--- config.mk ---
export PLATFORM = sky130hd
export DESIGN_NAME = sound_chip_noise_lfsr_top
export DESIGN_NICKNAME = d
export VERILOG_FILES = /design/src/snl_pkg.sv /design/src/snl_cell.sv /design/src/snl_ctrl.sv /design/src/sound_chip_noise_lfsr_top.sv
export SDC_FILE = /design/constraint.sdc
export NUM_CORES = 1
export LEC_CHECK = 0
export ABC_AREA = 1
export BUFFER_PORTS_ARGS = -buffer_cell sky130_fd_sc_hd__buf_4
export CORE_MARGIN = 2
export CORE_UTILIZATION = 55
export CTS_BUF_LIST = sky130_fd_sc_hd__clkbuf_8
export DETAILED_ROUTE_END_ITERATION = 6
export GPL_TIMING_DRIVEN = 0
export PLACE_DENSITY_LB_ADDON = 0.2
export SETUP_SLACK_MARGIN = 0.5
export SLEW_MARGIN = 40
export SYNTH_ARGS = -nofsm -noshare
export SYNTH_HDL_FRONTEND = slang
export SYNTH_SLANG_ARGS = --single-unit
--- constraint.sdc ---
create_clock -name clk -period 2.6 [get_ports clk]
set_clock_uncertainty 0.15 [all_clocks]
set_input_delay 0.52 -clock clk [delete_from_list [all_inputs] [get_ports clk]]
set_output_delay 0.52 -clock clk [all_outputs]
set_load 0.01 [all_outputs]
--- src/snl_pkg.sv ---
`timescale 1ns / 1ps
`default_nettype none

package snl_pkg;

    localparam int LFSR_W  = 23;
    localparam int NOISE_W = 12;
    localparam int WAVE_W  = 4;
    localparam int COUNT_W = 16;

    localparam logic [1:0] OP_SHIFT = 2'd0;
    localparam logic [1:0] OP_CTRL  = 2'd1;
    localparam logic [1:0] OP_WB    = 2'd2;
    localparam logic [1:0] OP_TICK  = 2'd3;

    localparam logic [COUNT_W-1:0] RESET_DELAY = 16'h8000;
    localparam int TEST_BIT  = 3;
    localparam int NOISE_SEL = 3;
    localparam logic [NOISE_W-1:0] NOISE_OFF = 12'hfff;

    typedef struct packed {
        logic shift;
        logic feed;
        logic load_ones;
        logic wb_clear;
    } cell_cmd_t;

    function automatic logic [NOISE_W-1:0] gather_noise(input logic [LFSR_W-1:0] r);
        gather_noise = {r[2], r[4], r[8], r[11], r[13], r[17], r[20], r[22], 4'b0000};
    endfunction

    function automatic logic [LFSR_W-1:0] keep_mask(input logic [NOISE_W-1:0] w);
        logic [LFSR_W-1:0] m;
        m     = '1;
        m[2]  = w[11];
        m[4]  = w[10];
        m[8]  = w[9];
        m[11] = w[8];
        m[13] = w[7];
        m[17] = w[6];
        m[20] = w[5];
        m[22] = w[4];
        keep_mask = m;
    endfunction

endpackage

`default_nettype wire

--- src/snl_cell.sv ---
`timescale 1ns / 1ps
`default_nettype none

module snl_cell (
    input  wire logic              clk,
    input  wire logic              rst_n,
    input  wire snl_pkg::cell_cmd_t cmd,
    input  wire logic              left,
    input  wire logic              keep,
    output logic                   q,
    output logic                   q_next
);

    logic bit_reg;
    logic bit_next;

    always_comb
    begin
        bit_next = bit_reg;
        if (cmd.load_ones)
        begin
            bit_next = 1'b1;
        end
        else if (cmd.shift)
        begin
            bit_next = left;
        end
        else if (cmd.wb_clear)
        begin
            bit_next = bit_reg & keep;
        end
    end

    always_ff @(posedge clk or negedge rst_n)
    begin
        if (!rst_n)
        begin
            bit_reg <= 1'b1;
        end
        else
        begin
            bit_reg <= bit_next;
        end
    end

    assign q      = bit_reg;
    assign q_next = bit_next;

endmodule

`default_nettype wire

--- src/snl_ctrl.sv ---
`timescale 1ns / 1ps
`default_nettype none

module snl_ctrl (
    input  wire logic                          clk,
    input  wire logic                          rst_n,
    input  wire logic                          accept,
    input  wire logic [1:0]                    op,
    input  wire logic [7:0]                    control,
    input  wire logic [snl_pkg::LFSR_W-1:0]    lfsr,
    output snl_pkg::cell_cmd_t                 cmd,
    output logic [snl_pkg::WAVE_W-1:0]         wave_next_out,
    output logic                               test_q
);

    logic [snl_pkg::WAVE_W-1:0]  wave_reg;
    logic [snl_pkg::WAVE_W-1:0]  wave_next;
    logic                        test_reg;
    logic                        test_next;
    logic [snl_pkg::COUNT_W-1:0] count_reg;
    logic [snl_pkg::COUNT_W-1:0] count_next;

    always_comb
    begin
        cmd        = '0;
        wave_next  = wave_reg;
        test_next  = test_reg;
        count_next = count_reg;
        if (accept)
        begin
            case (op)
                snl_pkg::OP_SHIFT:
                begin
                    cmd.shift = 1'b1;
                    cmd.feed  = lfsr[0] ^ lfsr[5];
                end
                snl_pkg::OP_CTRL:
                begin
                    wave_next = control[7:4];
                    test_next = control[snl_pkg::TEST_BIT];
                    if (test_next && !test_reg)
                    begin
                        count_next = snl_pkg::RESET_DELAY;
                    end
                    else if (!test_next && test_reg)
                    begin
                        cmd.shift = 1'b1;
                        cmd.feed  = ~lfsr[5];
                    end
                end
                snl_pkg::OP_WB:
                begin
                    cmd.wb_clear = 1'b1;
                end
                snl_pkg::OP_TICK:
                begin
                    if (test_reg && (count_reg != '0))
                    begin
                        count_next = count_reg - 1'b1;
                        if (count_next == '0)
                        begin
                            cmd.load_ones = 1'b1;
                        end
                    end
                end
                default:
                begin
                    cmd = '0;
                end
            endcase
        end
    end

    always_ff @(posedge clk or negedge rst_n)
    begin
        if (!rst_n)
        begin
            wave_reg  <= '0;
            test_reg  <= 1'b0;
            count_reg <= '0;
        end
        else
        begin
            wave_reg  <= wave_next;
            test_reg  <= test_next;
            count_reg <= count_next;
        end
    end

    assign wave_next_out = wave_next;
    assign test_q        = test_reg;

endmodule

`default_nettype wire

--- src/sound_chip_noise_lfsr_top.sv ---
// Noise shift register of one sound chip voice.
// Input channel (in_valid/in_ready) carries one item: op selects shift clock,
// control write, combined waveform writeback or cycle tick; control and
// combined_output are the operands of the control write and the writeback.
// Output channel (out_valid/out_ready) returns one item per input item: the
// 12-bit noise word (forced to 0xfff unless noise is selected) and the 23-bit
// shift register, both as they stand after that input item.
// The register is a row of 23 one-bit cells; each cell takes its left
// neighbor on a shift, so every op completes in the cycle it is accepted.
// out_valid rises in the cycle after input accept. Throughput: 1 item per
// cycle while out_ready allows, set by the single output register stage.
// Reset: the register goes to all ones, waveform select, test and the reset
// countdown to zero, and the output register empties.
// Stall: while out_ready is low and a result is held, in_ready drops; no
// item is taken until the held result leaves, and it may leave and a new
// item enter in the same cycle.
`timescale 1ns / 1ps
`default_nettype none

module sound_chip_noise_lfsr_top (
    input  wire logic                           clk,
    input  wire logic                           rst_n,
    input  wire logic                           in_valid,
    output logic                                in_ready,
    input  wire logic [1:0]                     op,
    input  wire logic [7:0]                     control,
    input  wire logic [snl_pkg::NOISE_W-1:0]    combined_output,
    output logic                                out_valid,
    input  wire logic                           out_ready,
    output logic [snl_pkg::NOISE_W-1:0]         noise_value,
    output logic [snl_pkg::LFSR_W-1:0]          register_value
);

    logic                         accept;
    snl_pkg::cell_cmd_t           cmd;
    logic [snl_pkg::WAVE_W-1:0]   wave_next;
    logic                         test_q;
    logic [snl_pkg::LFSR_W-1:0]   lfsr_q;
    logic [snl_pkg::LFSR_W-1:0]   lfsr_next;
    logic [snl_pkg::LFSR_W-1:0]   keep;
    logic [snl_pkg::LFSR_W-1:0]   left;

    logic                         valid_reg;
    logic                         valid_next;
    logic [snl_pkg::NOISE_W-1:0]  noise_reg;
    logic [snl_pkg::NOISE_W-1:0]  noise_next;
    logic [snl_pkg::LFSR_W-1:0]   value_reg;

    assign in_ready = !valid_reg || out_ready;
    assign accept   = in_valid && in_ready;
    assign keep     = snl_pkg::keep_mask(combined_output);

    snl_ctrl u_ctrl (
        .clk           (clk),
        .rst_n         (rst_n),
        .accept        (accept),
        .op            (op),
        .control       (control),
        .lfsr          (lfsr_q),
        .cmd           (cmd),
        .wave_next_out (wave_next),
        .test_q        (test_q)
    );

    genvar i;
    generate
        for (i = 0; i < snl_pkg::LFSR_W; i++)
        begin : g_cell
            if (i == snl_pkg::LFSR_W - 1)
            begin : g_top
                assign left[i] = cmd.feed;
            end
            else
            begin : g_mid
                assign left[i] = lfsr_q[i+1];
            end

            snl_cell u_cell (
                .clk    (clk),
                .rst_n  (rst_n),
                .cmd    (cmd),
                .left   (left[i]),
                .keep   (keep[i]),
                .q      (lfsr_q[i]),
                .q_next (lfsr_next[i])
            );
        end
    endgenerate

    always_comb
    begin
        noise_next = snl_pkg::gather_noise(lfsr_next);
        if (!wave_next[snl_pkg::NOISE_SEL])
        begin
            noise_next = snl_pkg::NOISE_OFF;
        end
        valid_next = valid_reg;
        if (accept)
        begin
            valid_next = 1'b1;
        end
        else if (out_ready)
        begin
            valid_next = 1'b0;
        end
    end

    always_ff @(posedge clk or negedge rst_n)
    begin
        if (!rst_n)
        begin
            valid_reg <= 1'b0;
        end
        else
        begin
            valid_reg <= valid_next;
        end
    end

    always_ff @(posedge clk)
    begin
        if (accept)
        begin
            noise_reg <= noise_next;
            value_reg <= lfsr_next;
        end
    end

    assign out_valid      = valid_reg;
    assign noise_value    = noise_reg;
    assign register_value = value_reg;

    a_shift_moves_row: assert property (@(posedge clk) disable iff (!rst_n)
        accept && (op == snl_pkg::OP_SHIFT)
        |=> (lfsr_q[snl_pkg::LFSR_W-2:0] == $past(lfsr_q[snl_pkg::LFSR_W-1:1])))
        else $error("shift did not move the cell row right");

    a_test_rise_holds: assert property (@(posedge clk) disable iff (!rst_n)
        accept && (op == snl_pkg::OP_CTRL) && !test_q && control[snl_pkg::TEST_BIT]
        |=> $stable(lfsr_q))
        else $error("test rising edge changed the register");

    a_result_matches_row: assert property (@(posedge clk) disable iff (!rst_n)
        accept |=> (register_value == lfsr_q) && out_valid)
        else $error("result does not match the register row");

    a_stall_only_on_output: assert property (@(posedge clk) disable iff (!rst_n)
        !in_ready |-> (valid_reg && !out_ready))
        else $error("input stalled without a held result");

endmodule

`default_nettype wire
# --- Word-level counts from Yosys, hierarchy flattened ---
# Index checks and enable logic that the tools add are counted.
word_totals:
  register_bits: 80
  elab_cells: 132
  inputBits: 26
classes:
  n_bitwise: 10
  n_eq_ne: 5
  reduce_logical: 15
  add_sub_neg: 1
  mux: 70
ops:
  columns: ["op", "n"]
  rows:
  - ["$mux 1", 60]
  - ["$mux 16", 2]
  - ["$pmux 16 s2", 1]
  - ["$logic_not 16->1", 1]
  - ["$mux 4", 4]
  - ["$reduce_bool 16->1", 1]
  - ["$sub 16x1->16 const B", 1]
  - ["$and 1x1->1", 8]
  - ["$eq 2x2->1 const B", 2]
  - ["$logic_and 1x1->1", 4]
  - ["$mux 2", 2]
  - ["$ne 2x1->1 const B", 2]
  - ["$pmux 2 s2", 1]
  - ["$reduce_and 4->1", 1]
  - ["$reduce_bool 2->1", 2]
  - ["$logic_not 1->1", 3]
  - ["$eq 2x1->1 const B", 1]
  - ["$logic_not 2->1", 1]
  - ["$reduce_and 2->1", 1]
  - ["$logic_or 1x1->1", 1]
  - ["$not 1->1", 1]
  - ["$xor 1x1->1", 1]

# --- Logic depth before layout (Yosys ltp) ---
# Gate-level depths: netlist (run 1).
depth:
  word_depth: 9
  depth_mapped: 13

# --- Hierarchy ---
# A second synthesis (run 1) with hierarchy kept.
hier_totals:
  cells_unflattened: 443
  hier_area_um2: 3781.1
modules_own_cells:
  columns: ["module", "seq_area_each_um2", "area_per_inst_um2", "cells_per_inst", "instances"]
  rows:
  - ["snl_ctrl", 525.5, 1457.6, 208, 1]
  - ["snl_cell", 26.3, 53.8, 8, 23]
  - ["sound_chip_noise_lfsr_top", 985.9, 1086.0, 51, 1]

# --- Least setup slack after synthesis (run 1) ---
# OpenSTA, ideal clock, no wires.
synth_timing:
  path_type: "input to register"
  startpoint: "in out_ready"
  endpoint: "reg noise_reg, in the netlist noise_value[10] (data pin)"
  slack_ns: 0.255
  cell_stages: 8
  n_path_buf: 1
  arrival_time_ns: 1.929
  cell_sequence: "inv_1 nand2_1 nand2_1 inv_2 nand3_1 clkbuf_1 o21ai_0 nand3_1"
synth_via:
  elab_chain_len: 6
synth_rtl:
  columns: ["item", "line", "text"]
  rows:
  - ["start, declared", "sound_chip_noise_lfsr_top.sv:29", "input wire logic out_ready,"]
  - ["$logic_or 1x1->1 *", "sound_chip_noise_lfsr_top.sv:49", "assign in_ready = !valid_reg || out_ready;"]
  - ["named net in_ready", "sound_chip_noise_lfsr_top.sv:24", "output logic in_ready,"]
  - ["$logic_and 1x1->1 *", "sound_chip_noise_lfsr_top.sv:50", "assign accept = in_valid && in_ready;"]
  - ["named net accept", "sound_chip_noise_lfsr_top.sv:34", "logic accept;"]
  - ["$mux 4", "snl_ctrl.sv:29", "if (accept)"]
  - ["$mux 1", "snl_cell.sv:28", "else if (cmd.wb_clear)"]
  - ["$mux 1", "snl_cell.sv:24", "else if (cmd.shift)"]
  - ["$mux 1", "snl_cell.sv:20", "if (cmd.load_ones)"]
  - ["end signal, assigned", "sound_chip_noise_lfsr_top.sv:124", "noise_reg <= noise_next;"]
  - ["end, declared", "sound_chip_noise_lfsr_top.sv:45", "logic [snl_pkg::NOISE_W-1:0] noise_reg;"]
# The timed path passes the listed nets; every way through them passes the cells marked *.
# A chain may end at the register's enable or synchronous reset.

# --- Worst setup path in the final report (run 1) ---
layout_timing:
  startpoint: "reg u_ctrl.count_reg[3] (netlist bit)"
  endpoint: "reg noise_reg, in the netlist noise_value[9] (data pin)"
layout_via:
  elab_chain_len: 7
layout_rtl:
  columns: ["item", "line", "text"]
  rows:
  - ["start, declared", "snl_ctrl.sv:20", "logic [snl_pkg::COUNT_W-1:0] count_reg;"]
  - ["start signal, assigned", "snl_ctrl.sv:86", "count_reg <= count_next;"]
  - ["$sub 16x1->16", "snl_ctrl.sv:59", "count_next = count_reg - 1'b1;"]
  - ["$logic_not 16->1", "snl_ctrl.sv:60", "if (count_next == '0)"]
  - ["$mux 1", "snl_ctrl.sv:60", null]
  - ["$mux 1 *", "snl_ctrl.sv:57", "if (test_reg && (count_reg != '0))"]
  - ["$mux 1 *", "snl_ctrl.sv:31", "case (op)"]
  - ["$mux 4 *", "snl_ctrl.sv:29", null]
  - ["$mux 1 *", "snl_cell.sv:20", null]
# Every way passes the cells marked *; elsewhere a longest branch is shown, timed or not.

==> reports/results.env, run 1 <==
FAMILY_WITH_THE_MOST_DELAY_ON_THE_WORST_PATH='simple AND/OR/NAND/NOR gates'
TIMING.CRITICAL_PATH.TO_TYPE='flop'
CLOCK-SINKS=74
CRITICAL_PATH.MAX_STAGE_DELAY_NS=0.43
POWER-PER-CELL-AREA_nW_PER_UM2=984.5
DIE_H_UM=82.21
FINAL-SEQ-AREA_UM2=2044
VDD_IR_DROP_MAX_V=0.0005769
HOLD_PATH_CLASS='in -> async'
SWITCHING_SHARE_OF_TOTAL_POWER_PCT=35.44
CLOCK_TREE_FROM_TRITONCTS='built'
SYNTH_AREA_PER_CELL_UM2=9.640
FINALSETUPVIOLATIONS=0
DRT-TOTAL-WL_UM=8293
ASYNCSETRESETFLOPFRACSYNTH_PCT=56.76
YOSYS-TOP-CELLS-COUNT='106 x nand2_1, 32 x edfxtp_1, 32 x nand3_1'
WORSTPATHMAXFANOUT=7
DIE-AREA_UM2=6758
POSTSYNTHCELLCOUNT=349
POWER.SHARE.CLOCK_PCT=22.3
ROUTED-VIA-COUNT=2836
CTS_BUFFER_DEPTH=2
ROUTED_WIRE_LENGTH_PER_INSTANCE_UM=16.39
TOP_USAGE_LAYER='met2'
YOSYSUNIQUECELLTYPES=27
MULTI_INPUT_COMB_AREA_UM2=1355
NETS=454
SYNTH_NETS=377
FILLERS=385
YS_FF_LATCH=74
STATUS='finished clean'
CRIT_PATH_TOP_DELAY_CELL='dfrtp_1'
MAIN_COMBINATIONAL_CELL_FAMILY_BY_AREA_AFTER_SYNTHESIS='simple AND/OR/NAND/NOR gates'
DIE_WIDTH_UM=82.21
DRT_ITER0_DRC=132
FIRST_GLOBAL_VIAS=2661
CRITPATHBUFINV=1
VIAS_PER_CELL=5.605
NUMBER_OF_FLOPS_MAPPED_TO_ENABLE_CELLS_BY_YOSYS=32
GRT_MAX_DEGREE=43
ANTENNA_FOUND_INITIAL=0
GP_CONGESTION=0.9352
WORST-SETUP-PATH-TYPE='reg -> reg'
WORSTSETUPSTARTPOINT='u_ctrl.count_reg[3]'
SYNTH_MOST_COMMON_CELL='nand2_1'
REG2REGPATHDEPTH=12
USE_MET3_PCT=5.217
SETUP_TOTAL_NEGATIVE_SLACK_NS=0
GRT_FIRST_PASS_WIRELENGTH_UM=12250
GLOBAL_ROUTE.USAGE.MET2_PCT=42.66
FLOORPLAN.INITIALDENSITY_PCT=56.83
STARTPOINT_TYPE='flop'
WHS_NS=0.003282
ROW_COUNT=28
SYNTH_XOR_XNOR_AREA_SHARE_PCT=0.5206
BUFFER_PORTS.INSERTED=52
P_INT_mW=2.827
POST-SYNTH-TOP-AREA-FRACTION_PCT=28.56
CP_CELL_SEQUENCE='nor2_2, nand2_2, nor2_4, nand2_1, nand2_1, nand2_1, nor2_1, nand2_1, nor2_2, nand2_4, buf_6, nand3_1'
CTSHTREEMAXLEVEL=3
POST_SYNTH_MAIN_AREA_CONTRIBUTORS='edfxtp_1 29%, dfstp_2 18%, dfrtp_1 14%'
REG_TO_REG_START='u_ctrl.count_reg[3]'
POST-DP-HPWL_UM=4777
POWER_FRAC_SEQ_PCT=41.9
SYNTHFLOPTYPE='edfxtp_1'
SYNTH_SEQ_AREA_SHARE_PCT=60.65
DRC_ERRORS=0
CORE_AREA_UM2=5921
TOTAL_SWITCHING_POWER_mW=1.552
AREA_GROWTH_SYN_TO_LAYOUT_PCT=32.21
USE_MET1_PCT=30.54
DETAIL-ROUTE-ANTENNA-NETS=0
SYNTH_TOP_CELL_BY_AREA='edfxtp_1'
TOTAL_ITERATIONS_OF_THE_FIRST_DETAILED_ROUTING_RUN=5
FINALHOLDVIOLATIONS=0
MAXSLEWHEADROOM_PCT=63.77
SYNTH_COMPOUND_AREA_SHARE_PCT=6.508
CAP_VIOL_MAX_COUNT=0
TIMING.FINAL.CRIT_PERIOD_NS=2.157
GLOBALROUTEOVERFLOWTOTAL=0
POST_SYNTH_MUX_AREA_SHARE_PCT=0
CP.REQUIRED_NS=2.66
MAX_FREQ_MHz=463.7
CRITICAL-PATH-TOP-CELL-BY-COUNT='nand2_1'
FINAL.PERIOD_UTILIZATION_PCT=82.95
SETUP.REG_TO_REG.WORST_SLACK_NS=0.44
ROOT_BUFFER='clkbuf_8'
GROUTE.USAGE.OVERALL_PCT=24.91
RSZ0062_AT_GRT='yes'
CTS_INSERTED_BUFFERS=9
PWR-SHARE-COMB_PCT=35.9
FINAL_MAX_SLEW_VIOL_COUNT=0
REGTOREGENDPOINT='noise_value[9]'
IOS=63
TOTAL_LEAKAGE_POWER_nW=2.074
CLOCK_LATENCY_NS=0.35
WORST_PIN_SLEW_NS=0.5434
CLK_TRANSITION_REPORTED_PATHS_NS=0.08
POST_SYNTH_INSTANCE_AREA_UM2=3364
ANTENNA-DIODE-COUNT=0
ADDER_AND_MAJORITY_GATE_PORTION_OF_THE_SYNTHESIZED_AREA_PCT=0.7438
FINAL_LAYOUT_SIZE_SUFFIX_GT1_SHARE_PCT=43.16
WORST_EP_ARRIVAL_TIME_NS=2.21
YOSYSWARNINGS=0
POST_SYNTH_AND_OR_NAND_NOR_AREA_FRACTION_PCT=26.03
==> routing by layer <==
layer | routed length, um | share of wire [%] | up-vias
met4 | 221 | 2.7 | 0
met1 | 3132 | 38 | 1363
met2 | 4396 | 53 | 129
met5 | 0 | 0 | -
met3 | 542 | 6.5 | 27
li1 | - | - | 1317
==> cell type report <==
class | instances | area share, %
well taps | 75 | 2.110
inverters | 27 | 2.588
flip-flops and latches | 74 | 45.96
repair inverters | 1 | 0.1969
clock inverters | 7 | 2.082
plain buffers | 13 | 2.138
multi-input cells | 235 | 30.46
clock buffers | 9 | 2.785
repair buffers | 65 | 11.67
==> cells by family after synthesis <==
kind of cell	Yosys count
simple gates	191
flops	74
compound gates	40
buf+inv	40
xor+xnor	2
fa+ha+maj	2
==> power groups by stage <==
stage	clock (mW)	combinational, mW	sequential (mW)
after global routing	1.04	1.73	1.86
after global placement	0	1.16	1.81
after CTS	0.981	1.32	1.81
after detailed placement	0	1.20	1.82
final	0.976	1.57	1.83
after floorplan	0	0.819	1.82
==> stage by stage <==
stage | util, % | std cells | setup slack (ns) | total power, mW | instance area, um2
floorplan | - | 349 | 0.5210 | 2.643 | 3372
global placement | 65.13 | 476 | 0.1537 | 2.976 | 3856
detailed placement | 65.13 | 476 | 0.07181 | 3.020 | 3856
CTS | 71.49 | 503 | 0.4939 | 4.107 | 4233
global route | 75.13 | 506 | 0.2919 | 4.626 | 4448
finish | 75.13 | 506 | 0.4432 | 4.379 | 4448
==> worst max path at each step <==
stage,depth (start not counted),end
after floorplan,8,noise_value[10]
after global placement,10,register_value[19]
after detailed placement,10,register_value[4]
after CTS,13,register_value[21]
after global routing,12,register_value[8]
final,12,noise_value[9]
==> timing repair <==
action                                  4_1_cts  5_1_grt
pin swaps                                     5       12
gates cloned                                  3        1
endpoints found under the setup margin       65       59
hold buffers                                  0        0
gates resized for setup                      26       53
setup buffers                                 8        2
==> layout by cell type, fill, tap and decap left out, drive strengths merged <==
master    instances
inv              28
nand2           109
buf              72
xor2              1
bufinv            2
nand3            45
clkinv            4
xnor2             1
clkinvlp          1
o21ai            30
a31oi             1
a21oi             2
nor2             33
nor3              2
clkbuf           15
o31ai             7
nand4             2
dfstp            23
dfrtp            19
edfxtp           32
ha                2
Note: power is estimated with default switching activity, not from simulation.
==> inputs of run 2 (changes only) <==
--- a/config.mk
+++ b/config.mk
@@ -8,7 +8,7 @@
 export ABC_AREA = 1
 export BUFFER_PORTS_ARGS = -buffer_cell sky130_fd_sc_hd__buf_4
 export CORE_MARGIN = 2
-export CORE_UTILIZATION = 55
+export CORE_UTILIZATION = 52
 export CTS_BUF_LIST = sky130_fd_sc_hd__clkbuf_8
 export DETAILED_ROUTE_END_ITERATION = 6
 export GPL_TIMING_DRIVEN = 0
==> constraint.sdc (replaced) <==
create_clock -name clk -period 1.82 [get_ports clk]
set_clock_uncertainty 0.15 [all_clocks]
set_input_delay 0.364 -clock clk [delete_from_list [all_inputs] [get_ports clk]]
set_output_delay 0.364 -clock clk [all_outputs]
set_load 0.01 [all_outputs]
==> reports/results.env, run 2 (synthesized netlist as in run 1, its figures left out) <==
MOSTFREQUENTLAYOUTCELLS='79 x nand2_1, 56 x buf_6, 32 x edfxtp_1'
ROW_COUNT=29
MAXSLEWHEADROOM_PCT=49.97
SETUP.REG_TO_REG.WORST_SLACK_NS=-0.45
GP_CONGESTION=0.8865
LAYOUT_COMMONEST_CELL='nand2_1'
GROUTE.USAGE.OVERALL_PCT=26.33
TIMING.FINAL.CRIT_PERIOD_NS=2.267
FINALHOLDVIOLATIONS=0
POST_LAYOUT_NONFILLER_INSTANCES=532
TIMING.HOLD.WORST_PATH_DEPTH=3
WORST_PIN_SLEW_NS=0.7504
CLOCK-SINKS=74
FILLERS=314
DIE-AREA_UM2=7129
FAILING_CHECKS='negative setup slack'
GLOBALROUTEOVERFLOWTOTAL=0
FLOORPLAN.INITIALDENSITY_PCT=53.29
MIN_TO='out_valid'
CLOCK_LATENCY_NS=0.35
GRT_FIRST_PASS_WIRELENGTH_UM=14550
CTSHTREEMAXLEVEL=3
CP.REQUIRED_NS=1.88
MAX_FREQ_MHz=441.2
NETS=478
CAP_VIOL_MAX_COUNT=0
PLACE_INST=478
VIAS_PER_CELL=5.820
BUFFER_PORTS.INSERTED=52
GRT_MAX_DEGREE=43
WORST-SETUP-PATH-TYPE='reg -> reg'
FINAL.PERIOD_UTILIZATION_PCT=124.5
FINAL_MAX_SLEW_VIOL_COUNT=0
IOS=63
AREA_GROWTH_SYN_TO_LAYOUT_PCT=54.63
DETAIL-ROUTE-ANTENNA-NETS=0
STATUS='complete, but fails checks'
REG2REGPATHDEPTH=14
DRT-TOTAL-WL_UM=10630
REGTOREGENDPOINT='register_value[22]'
WORSTPATHMAXFANOUT=6
STARTPOINT_TYPE='flop'
CORE_AREA_UM2=6314
ROUTED-VIA-COUNT=3096
HOLD_PATH_CLASS='in -> reg'
ANTENNA_FOUND_INITIAL=0
TIMING.CRITICAL_PATH.TO_TYPE='flop'
FIRST_GLOBAL_VIAS=2874
ANTENNA-DIODE-COUNT=0
WHS_NS=0.1563
CLK_TRANSITION_REPORTED_PATHS_NS=0.08
ROUTED_WIRE_LENGTH_PER_INSTANCE_UM=19.97
CTS_BUFFER_DEPTH=2
DRC_ERRORS=0
POSTLAYOUTCOREUTIL_PCT=82.40
VDD_IR_DROP_MAX_V=0.0009432
TOTAL_LEAKAGE_POWER_nW=2.379
DRT_ITER0_DRC=294
FINALSETUPVIOLATIONS=70
ROOT_BUFFER='clkbuf_8'
POST-DP-HPWL_UM=5187
WORST_EP_ARRIVAL_TIME_NS=2.32
WORST_HOLD_STARTPOINT='in_valid'
DIE_H_UM=84.44
DIE_WIDTH_UM=84.44
TIMING.FINAL.WS_SETUP_NS=-0.4468
REG_TO_REG_START='u_ctrl.count_reg[1]'
TOTAL_ITERATIONS_OF_THE_FIRST_DETAILED_ROUTING_RUN=5
RSZ0062_AT_GRT='yes'
FINAL_LAYOUT_SIZE_SUFFIX_GT1_SHARE_PCT=50.33
CTS_INSERTED_BUFFERS=9
CLOCK_TREE_FROM_TRITONCTS='built'
POWER-PER-CELL-AREA_nW_PER_UM2=1314
[run 2: changes by cell type in the layout (fill, tap and decap cells not counted), sizes merged]
cell and change:
buf +21, clkinv +2, dlygate4sd3 +1
[run 2: worst max-delay path: stages (launching register included)]
cell       delay [ns]
dfrtp_1          0.43
buf_6            0.14
nor2_4           0.10
nand2_2          0.09
nor2_4           0.15
buf_6            0.13
nand2_1          0.04
nand2_1          0.05
nand2_1          0.07
nor2_1           0.13
nand2_1          0.09
nor2_2           0.14
nand2_4          0.15
clkbuf_16        0.21
nand2_4          0.06
[run 2: report_power, final]
group          internal [mW]  switching (mW)
clock network          0.772           0.645
registers               2.34           0.318
logic                   1.21            1.55
total                   4.33            2.51
[run 2: cell type report]
cell class / count / area [um2] / share of cell area [%]
sequential: 74 / 2043 / 39.27
multi-input combinational: 235 / 1578 / 30.33
timing repair buffer: 87 / 953.4 / 18.33
buffer: 13 / 135.1 / 2.597
inverter: 27 / 130.1 / 2.501
clock buffer: 9 / 123.9 / 2.381
tap: 77 / 96.34 / 1.852
clock inverter: 7 / 93.84 / 1.804
timing repair inverter: 3 / 48.80 / 0.9380
[run 2: worst max-delay path by stage]
stage | to | slack, ns | startpoint | cells past startpoint
after detailed placement | register_value[1] | -0.33 | u_ctrl.count_reg[0] | 12
after global placement | register_value[1] | -0.30 | u_ctrl.count_reg[0] | 12
after CTS | register_value[21] | -0.28 | u_ctrl.count_reg[1] | 13
after global routing | noise_value[7] | -0.57 | u_ctrl.count_reg[1] | 14
final | register_value[22] | -0.45 | u_ctrl.count_reg[1] | 14
after floorplan | register_value[10] | -0.08 | u_ctrl.count_reg[0] | 12
[run 2: what timing repair did]
action / 4_1_cts / 5_1_grt
endpoints found under the hold margin: 19 / 0
buffers inserted: 20 / 10
gates cloned: 4 / 3
endpoints found under the setup margin: 109 / 142
resized for setup: 97 / 70
pin swaps: 9 / 9
hold buffers: 1 / 0
[run 2: per-stage QoR]
step / power, mW / setup slack [ns] / instance area (um2) / setup TNS [ns]
after floorplan: 3.865 / -0.07634 / 3486 / -1.591
after global routing: 7.187 / -0.5718 / 5202 / -30.32
final: 6.838 / -0.4468 / 5202 / -22.38
after detailed placement: 4.421 / -0.3284 / 3973 / -13.16
after CTS: 6.283 / -0.2815 / 4796 / -12.32
after global placement: 4.355 / -0.3043 / 3973 / -12.36
[run 2: per-layer routing]
metal	part of all wire (%)	wire, um	vias up	global-route usage, %
met4	2.2	237	0	6.205
met2	51	5445	175	43.29
li1	-	-	1368	-
met3	6.9	730	26	5.900
met1	40	4212	1527	36.15
met5	0	0	-	0
==> inputs of run 3 (changes only) <==
--- a/config.mk
+++ b/config.mk
@@ -12,6 +12,7 @@
 export CTS_BUF_LIST = sky130_fd_sc_hd__clkbuf_8
 export DETAILED_ROUTE_END_ITERATION = 6
 export GPL_TIMING_DRIVEN = 0
+export MAX_ROUTING_LAYER = met4
 export PLACE_DENSITY_LB_ADDON = 0.2
 export SETUP_SLACK_MARGIN = 0.5
 export SLEW_MARGIN = 40
==> reports/results.env, run 3 (synthesized netlist as in run 1, its figures left out) <==
STATUS='complete, but fails checks'
FAILING_CHECKS='negative setup slack'
TIMING.FINAL.CRIT_PERIOD_NS=2.316
DRT_ITER0_DRC=304
POST-DP-HPWL_UM=5050
LAYOUT_COMMONEST_CELL='nand2_1'
DETAILEDPLACE.WORSTSLACK_NS=-0.3267
MIN_TO='u_ctrl.test_q'
CP_CELL_SEQUENCE='inv_2, ha_4, xnor2_4, nand2_1, nor2_1, nand2_1, nor2_1, nand3_1, nor2_2, nand2_4, buf_8, nand3_1'
CTS_INSERTED_BUFFERS=9
WORST-SETUP-PATH-TYPE='reg -> reg'
SETUP.REG_TO_REG.WORST_SLACK_NS=-0.50
DETAIL-ROUTE-ANTENNA-NETS=0
MOSTFREQUENTLAYOUTCELLS='79 x nand2_1, 55 x buf_6, 32 x edfxtp_1'
FINAL_LAYOUT_SIZE_SUFFIX_GT1_SHARE_PCT=50.77
VIAS_PER_CELL=5.804
SETUP_TOTAL_NEGATIVE_SLACK_NS=-24.79
GLOBALROUTEOVERFLOWTOTAL=0
TIMING.CRITICAL_PATH.TO_TYPE='flop'
ROW_COUNT=29
CTSHTREEMAXLEVEL=3
IOS=63
CTS_BUFFER_DEPTH=2
DIE_WIDTH_UM=84.44
FAMILY_WITH_THE_MOST_DELAY_ON_THE_WORST_PATH='simple AND/OR/NAND/NOR gates'
TOTAL_ITERATIONS_OF_THE_FIRST_DETAILED_ROUTING_RUN=5
CLK_TRANSITION_REPORTED_PATHS_NS=0.09
ANTENNA-DIODE-COUNT=0
NETS=476
GROUTE.USAGE.OVERALL_PCT=25.01
CP.REQUIRED_NS=1.89
REGTOREGENDPOINT='noise_value[6]'
CRITICAL_PATH.MAX_STAGE_DELAY_NS=0.44
TOTAL_LEAKAGE_POWER_nW=2.336
TIMING.HOLD.WORST_PATH_DEPTH=3
DIE-AREA_UM2=7129
ROUTED-VIA-COUNT=3076
RSZ0062_AT_GRT='yes'
ROUTED_WIRE_LENGTH_PER_INSTANCE_UM=18.63
POWER-PER-CELL-AREA_nW_PER_UM2=1346
HOLD_PATH_CLASS='in -> reg'
FINALHOLDVIOLATIONS=0
WORST_HOLD_STARTPOINT='control[3]'
CLOCK_TREE_FROM_TRITONCTS='built'
TIMING.FINAL.WS_SETUP_NS=-0.4955
DRC_ERRORS=0
CAP_VIOL_MAX_COUNT=0
DIE_H_UM=84.44
CRITPATHBUFINV=2
PLACE_INST=478
WORSTPATHMAXFANOUT=10
CORE_AREA_UM2=6314
TOTAL_POWER_mW=6.872
GP_CONGESTION=0.9123
CLOCK_LATENCY_NS=0.36
FINAL.PERIOD_UTILIZATION_PCT=127.2
GRT_FIRST_PASS_WIRELENGTH_UM=13370
MAX_FREQ_MHz=431.9
VDD_IR_DROP_MAX_V=0.0009386
FINALSETUPVIOLATIONS=70
REG2REGPATHDEPTH=12
REG_TO_REG_START='u_ctrl.count_reg[1]'
STARTPOINT_TYPE='flop'
AREA_GROWTH_SYN_TO_LAYOUT_PCT=51.80
MAXSLEWHEADROOM_PCT=58.98
CLOCK-SINKS=74
FINAL_MAX_SLEW_VIOL_COUNT=0
GRT_MAX_DEGREE=43
WORST_PIN_SLEW_NS=0.6153
WORST_EP_ARRIVAL_TIME_NS=2.38
CRIT_PATH_TOP_DELAY_CELL='dfrtp_1'
FLOORPLAN.INITIALDENSITY_PCT=53.29
ROOT_BUFFER='clkbuf_8'
ANTENNA_FOUND_INITIAL=0
BUFFER_PORTS.INSERTED=52
DRT-TOTAL-WL_UM=9873
POST_LAYOUT_NONFILLER_INSTANCES=530
FIRST_GLOBAL_VIAS=2760
==> run 3: cell count changes in the layout (fill, tap and decap cells not counted), sizes merged <==
cell      change
inv           +1
buf           -4
clkinvlp      +1
==> run 3: final cells by class <==
type / count / area (um2)
timing repair buffer: 83 / 863.3
tap: 77 / 96.34
buffer: 13 / 126.4
timing repair inverter: 5 / 71.32
fill: 344 / 1206
inverter: 27 / 130.1
multi-input combinational: 235 / 1567
sequential: 74 / 2043
clock inverter: 7 / 86.33
clock buffer: 9 / 123.9
==> run 3: worst max-delay path by stage <==
stage | start | endpoint | depth (start not counted)
after global routing | u_ctrl.count_reg[1] | noise_value[10] | 12
after global placement | u_ctrl.count_reg[0] | register_value[1] | 12
after floorplan | u_ctrl.count_reg[0] | register_value[10] | 12
final | u_ctrl.count_reg[1] | noise_value[6] | 12
after detailed placement | u_ctrl.count_reg[0] | register_value[1] | 12
after CTS | u_ctrl.count_reg[1] | register_value[19] | 13
==> run 3: metrics by stage <==
step / util [%] / hold slack, ns / area, um2
2_1_floorplan: - / -0.08159 / 3486
3_3_place_gp: 62.92 / 0.2436 / 3973
3_5_place_dp: 62.92 / 0.2376 / 3973
4_1_cts: 74.30 / 0.1658 / 4691
5_1_grt: 80.90 / 0.1621 / 5107
6_report: 80.90 / 0.1525 / 5107
==> run 3: worst register-to-register path, stage by stage (launching register included) <==
cell and delay (ns):
dfrtp_1 0.44, inv_2 0.10, ha_4 0.22, xnor2_4 0.14
nand2_1 0.12, nor2_1 0.12, nand2_1 0.07, nor2_1 0.11
nand3_1 0.10, nor2_2 0.20, nand2_4 0.14, buf_8 0.18
nand3_1 0.08
==> run 3: report_power, final <==
part / internal (mW) / switching (mW)
logic: 1.27 / 1.57
clock network: 0.757 / 0.636
registers: 2.34 / 0.299
total: 4.37 / 2.50
==> run 3: what timing repair did <==
action / in CTS / in global routing
endpoints found under the setup margin: 110 / 128
hold buffers: 1 / 0
resized for setup: 84 / 70
endpoints found under the hold margin: 19 / 0
gates cloned: 4 / 5
buffers inserted: 15 / 11
pin swaps: 7 / 5
==> run 3: metal layers <==
layer  routed length (um)  vias up  GRT usage (%)
li1                     -     1365              -
met1                 3872     1497          32.88
met2                 4967      172          39.11
met3                  732       42          7.080
met4                  300        0          5.772
met5                    0        -              -
